===== config.mk =====
export PLATFORM = sky130hd
export DESIGN_NAME = bto_ctrl
export DESIGN_NICKNAME = d
export VERILOG_FILES = /design/src/rtl/bto_pkg.sv /design/src/rtl/bto_ctrl.sv
export SDC_FILE = /design/constraint.sdc
export NUM_CORES = 1
export LEC_CHECK = 0
export ABC_CLOCK_PERIOD_IN_PS = 1350
export BUFFER_PORTS_ARGS = -buffer_cell sky130_fd_sc_hd__buf_4
export CAP_MARGIN = 5
export CORE_AREA = 3 3 40 42
export DETAILED_ROUTE_END_ITERATION = 16
export DIE_AREA = 0 0 43 45
export GPL_TIMING_DRIVEN = 0
export PLACE_DENSITY_LB_ADDON = 0.05
export SLEW_MARGIN = 20
export SYNTH_ARGS = -nofsm -noshare
export SYNTH_HDL_FRONTEND = slang
export SYNTH_SLANG_ARGS = --single-unit

===== constraint.sdc =====
create_clock -name i_clk -period 1.35 [get_ports i_clk]
set_input_delay 0.27 -clock i_clk [delete_from_list [all_inputs] [get_ports i_clk]]
set_output_delay 0.27 -clock i_clk [all_outputs]
set_load 0.05 [all_outputs]

===== src/rtl/bto_pkg.sv =====
// Package with the shared types, codes and defaults of the trie block.
`default_nettype none

package bto_pkg;

    localparam int KEY_BITS_DEF   = 10;
    localparam int COUNT_BITS_DEF = 16;
    localparam int RANK_BITS      = 16;
    localparam int REQ_BITS       = 3;
    localparam int STATUS_BITS    = 2;

    localparam logic [REQ_BITS-1:0] REQ_INS = 3'd0;
    localparam logic [REQ_BITS-1:0] REQ_DEL = 3'd1;
    localparam logic [REQ_BITS-1:0] REQ_MEM = 3'd2;
    localparam logic [REQ_BITS-1:0] REQ_KTH = 3'd3;
    localparam logic [REQ_BITS-1:0] REQ_CNT = 3'd4;
    localparam logic [REQ_BITS-1:0] REQ_SUM = 3'd5;

    localparam logic [STATUS_BITS-1:0] ST_OK     = 2'd0;
    localparam logic [STATUS_BITS-1:0] ST_ABSENT = 2'd1;
    localparam logic [STATUS_BITS-1:0] ST_FULL   = 2'd2;
    localparam logic [STATUS_BITS-1:0] ST_RANK   = 2'd3;

    typedef enum logic [2:0] {
        S_CLEAR, S_IDLE, S_FIRST, S_UPD, S_KTH, S_CS, S_CSLEAF, S_OUT
    } t_state;

    typedef enum logic [3:0] {
        OP_NONE, OP_CLEAR, OP_START, OP_FIRST, OP_UPD, OP_KTH, OP_CS, OP_CSLEAF, OP_LOAD
    } t_op;

    typedef enum logic [2:0] {
        PH_FIRST, PH_UPD, PH_KTH, PH_CS, PH_CSLEAF, PH_DONE
    } t_phase;

    typedef struct packed {
        t_phase phase;
        logic   clr_last;
        logic   out_full;
    } t_dp_sts;

    function automatic t_state ph2state(input t_phase ph);
        t_state st;
        unique case (ph)
            PH_FIRST:  st = S_FIRST;
            PH_UPD:    st = S_UPD;
            PH_KTH:    st = S_KTH;
            PH_CS:     st = S_CS;
            PH_CSLEAF: st = S_CSLEAF;
            default:   st = S_OUT;
        endcase
        return st;
    endfunction

endpackage

`default_nettype wire


===== src/rtl/bto_ctrl.sv =====
// Controller state machine of the trie block.
`default_nettype none

module bto_ctrl import bto_pkg::*; (
    input  wire logic    i_clk,
    input  wire logic    i_rst_n,
    input  wire logic    i_in_valid,
    output logic         o_in_ready,
    input  wire logic    i_out_ready,
    input  wire t_dp_sts i_sts,
    output t_op          o_op
);

    t_state r_state, n_state;

    always_ff @(posedge i_clk) begin
        if (!i_rst_n) r_state <= S_CLEAR;
        else r_state <= n_state;
    end

    always_comb begin
        n_state = r_state;
        o_op = OP_NONE;
        o_in_ready = 1'b0;
        unique case (r_state)
            S_CLEAR: begin
                o_op = OP_CLEAR;
                if (i_sts.clr_last) n_state = S_IDLE;
            end
            S_IDLE: begin
                o_in_ready = 1'b1;
                if (i_in_valid) begin
                    o_op = OP_START;
                    n_state = ph2state(i_sts.phase);
                end
            end
            S_FIRST: begin
                o_op = OP_FIRST;
                n_state = ph2state(i_sts.phase);
            end
            S_UPD: begin
                o_op = OP_UPD;
                n_state = ph2state(i_sts.phase);
            end
            S_KTH: begin
                o_op = OP_KTH;
                n_state = ph2state(i_sts.phase);
            end
            S_CS: begin
                o_op = OP_CS;
                n_state = ph2state(i_sts.phase);
            end
            S_CSLEAF: begin
                o_op = OP_CSLEAF;
                n_state = ph2state(i_sts.phase);
            end
            S_OUT: begin
                if (!i_sts.out_full || i_out_ready) begin
                    o_op = OP_LOAD;
                    n_state = S_IDLE;
                end
            end
            default: n_state = S_IDLE;
        endcase
    end

endmodule

`default_nettype wire


==> results by group <==
Finish
  – Area grow syn2layout: 111%
  – Biggest regs: r_state x3
  – Fin cells: 63
  – Max reg flops: 3
  – Commonest non-fill, non-tap cell in the layout: buf_4
  – Fin area: 428 sq um
  – Largest Register: r_state
  – Commonest cells after routing, fill and taps aside: buf_4, buf_6, inv_1, a21oi_1, clkbuf_4
  – Share of layout cells above drive strength 1: 0.604
  – Nets@finish: 58
  – Number of diodes: 0

Clock network
  – Worst-path clk slew: 0.04 ns
  – Hold_buf cts: 0
  – # H-tree levels: 1
  – Maximum buffer depth of the clock tree: 2
  – Num Clock Sinks: 3
  – Number of buffers created by CTS: 3
  – CTS tree: done
  – Clk_lat worst skew: 0.23 ns
  – Clock root cell: clkbuf_4

Power
  – Power Density: 1190 mW/mm^2
  – Leakage: 0.197 nW
  – Switch share: 0.365
  – Clock share of power: 0.306
  – Comb pwr share: 0.472
  – Total power: 508 uW
  – Max VDD drop: 0.000399 V
  – Internal power: 323 uW
  – Reg power frac: 0.222
  – Net switching power: 186 uW

Hold path
  – HP Class: primary input to flop
  – Hold Path Depth: 2

Status
  – Violated checks: negative setup slack
  – Outcome: finished with violations

Route
  – DRT Wirelength: 622 microns
  – Drt wl/cell: 9.87 microns
  – Routed vias/inst: 4.16
  – Vias: 262
  – Pre-antenna DRT Iters: 2
  – First DRT Iteration DRCs: 1
  – Residual DRC: 0
  – Remaining antenna violation count: 0

Yosys
  – Mapped cell area: 203 sq um
  – FF+latch count, synth: 3
  – Mux share of post-synthesis cell area: 0
  – Synth async-reset ratio: 0
  – Synth Area in Compound Gates: 0.340
  – Synth Area in Simple Gates: 0.241
  – Syn Nets: 36
  – Ys Warns: 0
  – Largest family of logic cells by synthesized area: compound AO/OA/AOI/OAI gates
  – Syn Area/Cell: 7.51 sq um
  – Cells after synthesis: 27
  – Main flop type after synthesis: dfxtp_1
  – Adder-cell share of the synthesized area: 0
  – Number of synthesized flops with an enable pin: 0
  – Netlist cell types: 17
  – Seq/Total Area, Yosys: 0.296
  – Xor/xnor cell area share of the yosys netlist: 0.0432

STA
  – RSZ-0062 raised after global routing: true
  – Max Freq: 0.740 GHz
  – Period utilization: 1.00
  – Setup ws final: -0.000575 ns
  – Rel. slew slack: 0.885
  – Setup violations, final: 1
  – Hold Worst Slack: 0.285 ns
  – Endpoints failing hold: 0
  – Final min period: 1.35 ns
  – Slew Limit Fails: 0
  – Worst slew pin tran: 0.173 ns
  – Clk_skew: 0.000899 ns

Setup path
  – Maximum fanout along the worst path: 6
  – Critical path arrival: 1.08 ns
  – Type of origin of the critical path: flop
  – Worst Setup End Kind: output pin
  – Reg2Reg Depth: 3
  – WP data required: 1.08 ns
  – Crit path kind: flop to output pin

Global routing
  – Pin count of the biggest net entering global routing: 8
  – Antenna violations before repair: 0
  – GRT Total Usage: 0.0749
  – Vias in the first global route: 251
  – GRT overflow: 0
  – First-pass GRT wire length: 972 microns

Placed design
  – Placed instance count: 55
  – RD Place Congestion: 0.693
  – Setup WS pre-CTS: 0.0668 ns
  – PortBufs: 13
  – Area of placed instances: 337 sq um
  – Hpwl dp: 484 microns

Die
  – Initial Util: 0.158
  – Die Y: 45 microns
  – Die ar.: 0.00194 sq mm
  – I/O pin total: 14
  – Die W: 43 microns
  – Core area: 0.00128 sq mm
  – Site Rows: 13

Flow run
  – Max_cap viols: 0
[through the flow]
step | setup TNS [ns] | util
after floorplan | -0.0809 | -
after global placement | 0 | 0.262
after detailed placement | 0 | 0.262
after CTS | -0.0338 | 0.319
after global routing | -0.176 | 0.333
final | -0.000575 | 0.333
[power by group through the flow]
stage,clock (mW),sequential [mW],combinational (mW)
after floorplan,0,0.110,0.141
after global placement,0,0.113,0.200
after detailed placement,0,0.112,0.200
after CTS,0.167,0.114,0.231
after global routing,0.177,0.114,0.254
final,0.156,0.113,0.240
[layout make-up]
| cell class | instances | area, sq um |
|---|---|---|
| fill | 142 | 857 |
| multi-input combinational | 20 | 149 |
| timing repair buffer | 17 | 143 |
| sequential | 3 | 68.8 |
| clock buffer | 4 | 26.3 |
| tap | 15 | 18.8 |
| buffer | 1 | 11.3 |
| inverter | 3 | 11.3 |
[kinds of logic after synthesis]
group | Yosys count
buffers and inverters | 4
AOI/OAI and AO/OA | 10
DFF | 3
and+or+nand+nor | 9
xor gates and xnor gates | 1
[cell usage after synthesis (all sizes together) (2+ instances only)]
library cell / instances / area, sq um
inv: 3 / 11.3
nand3: 2 / 10.0
a21oi: 3 / 15.0
nor2b: 2 / 12.5
o221ai: 2 / 17.5
nor2: 2 / 7.51
o21ai: 2 / 10.0
dfxtp: 3 / 60.1
[layer usage]
| metal | wire (microns) | GRT usage | up-vias | share of wire |
|---|---|---|---|---|
| met3 | 32 | 0.0279 | 4 | 0.051 |
| li1 | - | - | 141 | - |
| met2 | 315 | 0.114 | 7 | 0.51 |
| met1 | 248 | 0.0651 | 110 | 0.40 |
| met5 | 0 | 0 | - | 0 |
| met4 | 25 | 0.108 | 0 | 0.040 |
[timing repair]
item / 4_1_cts / 5_1_grt
resized for setup: 11 / 1
buffers inserted: 2 / 2
pin swaps: 2 / 1
setup endpoints to repair: 4 / 4
[worst paths after layout]
path	startpoint	slack [ns]	end
setup / recovery	r_state[2]$_SDFFE_PN0P_	-0.0006	o_in_ready
hold / removal	i_rst_n	0.28	r_state[0]$_SDFFE_PN0P_
setup reg to reg	r_state[2]$_SDFFE_PN0P_	0.20	r_state[0]$_SDFFE_PN0P_
hold reg to reg	r_state[2]$_SDFFE_PN0P_	0.56	r_state[2]$_SDFFE_PN0P_
[critical path, stage by stage, from the launching register on]
cell and delay (ns):
dfxtp_4 0.35, or2_4 0.26, nor2_4 0.08, buf_6 0.16
Power figures use the tool's default switching activity.
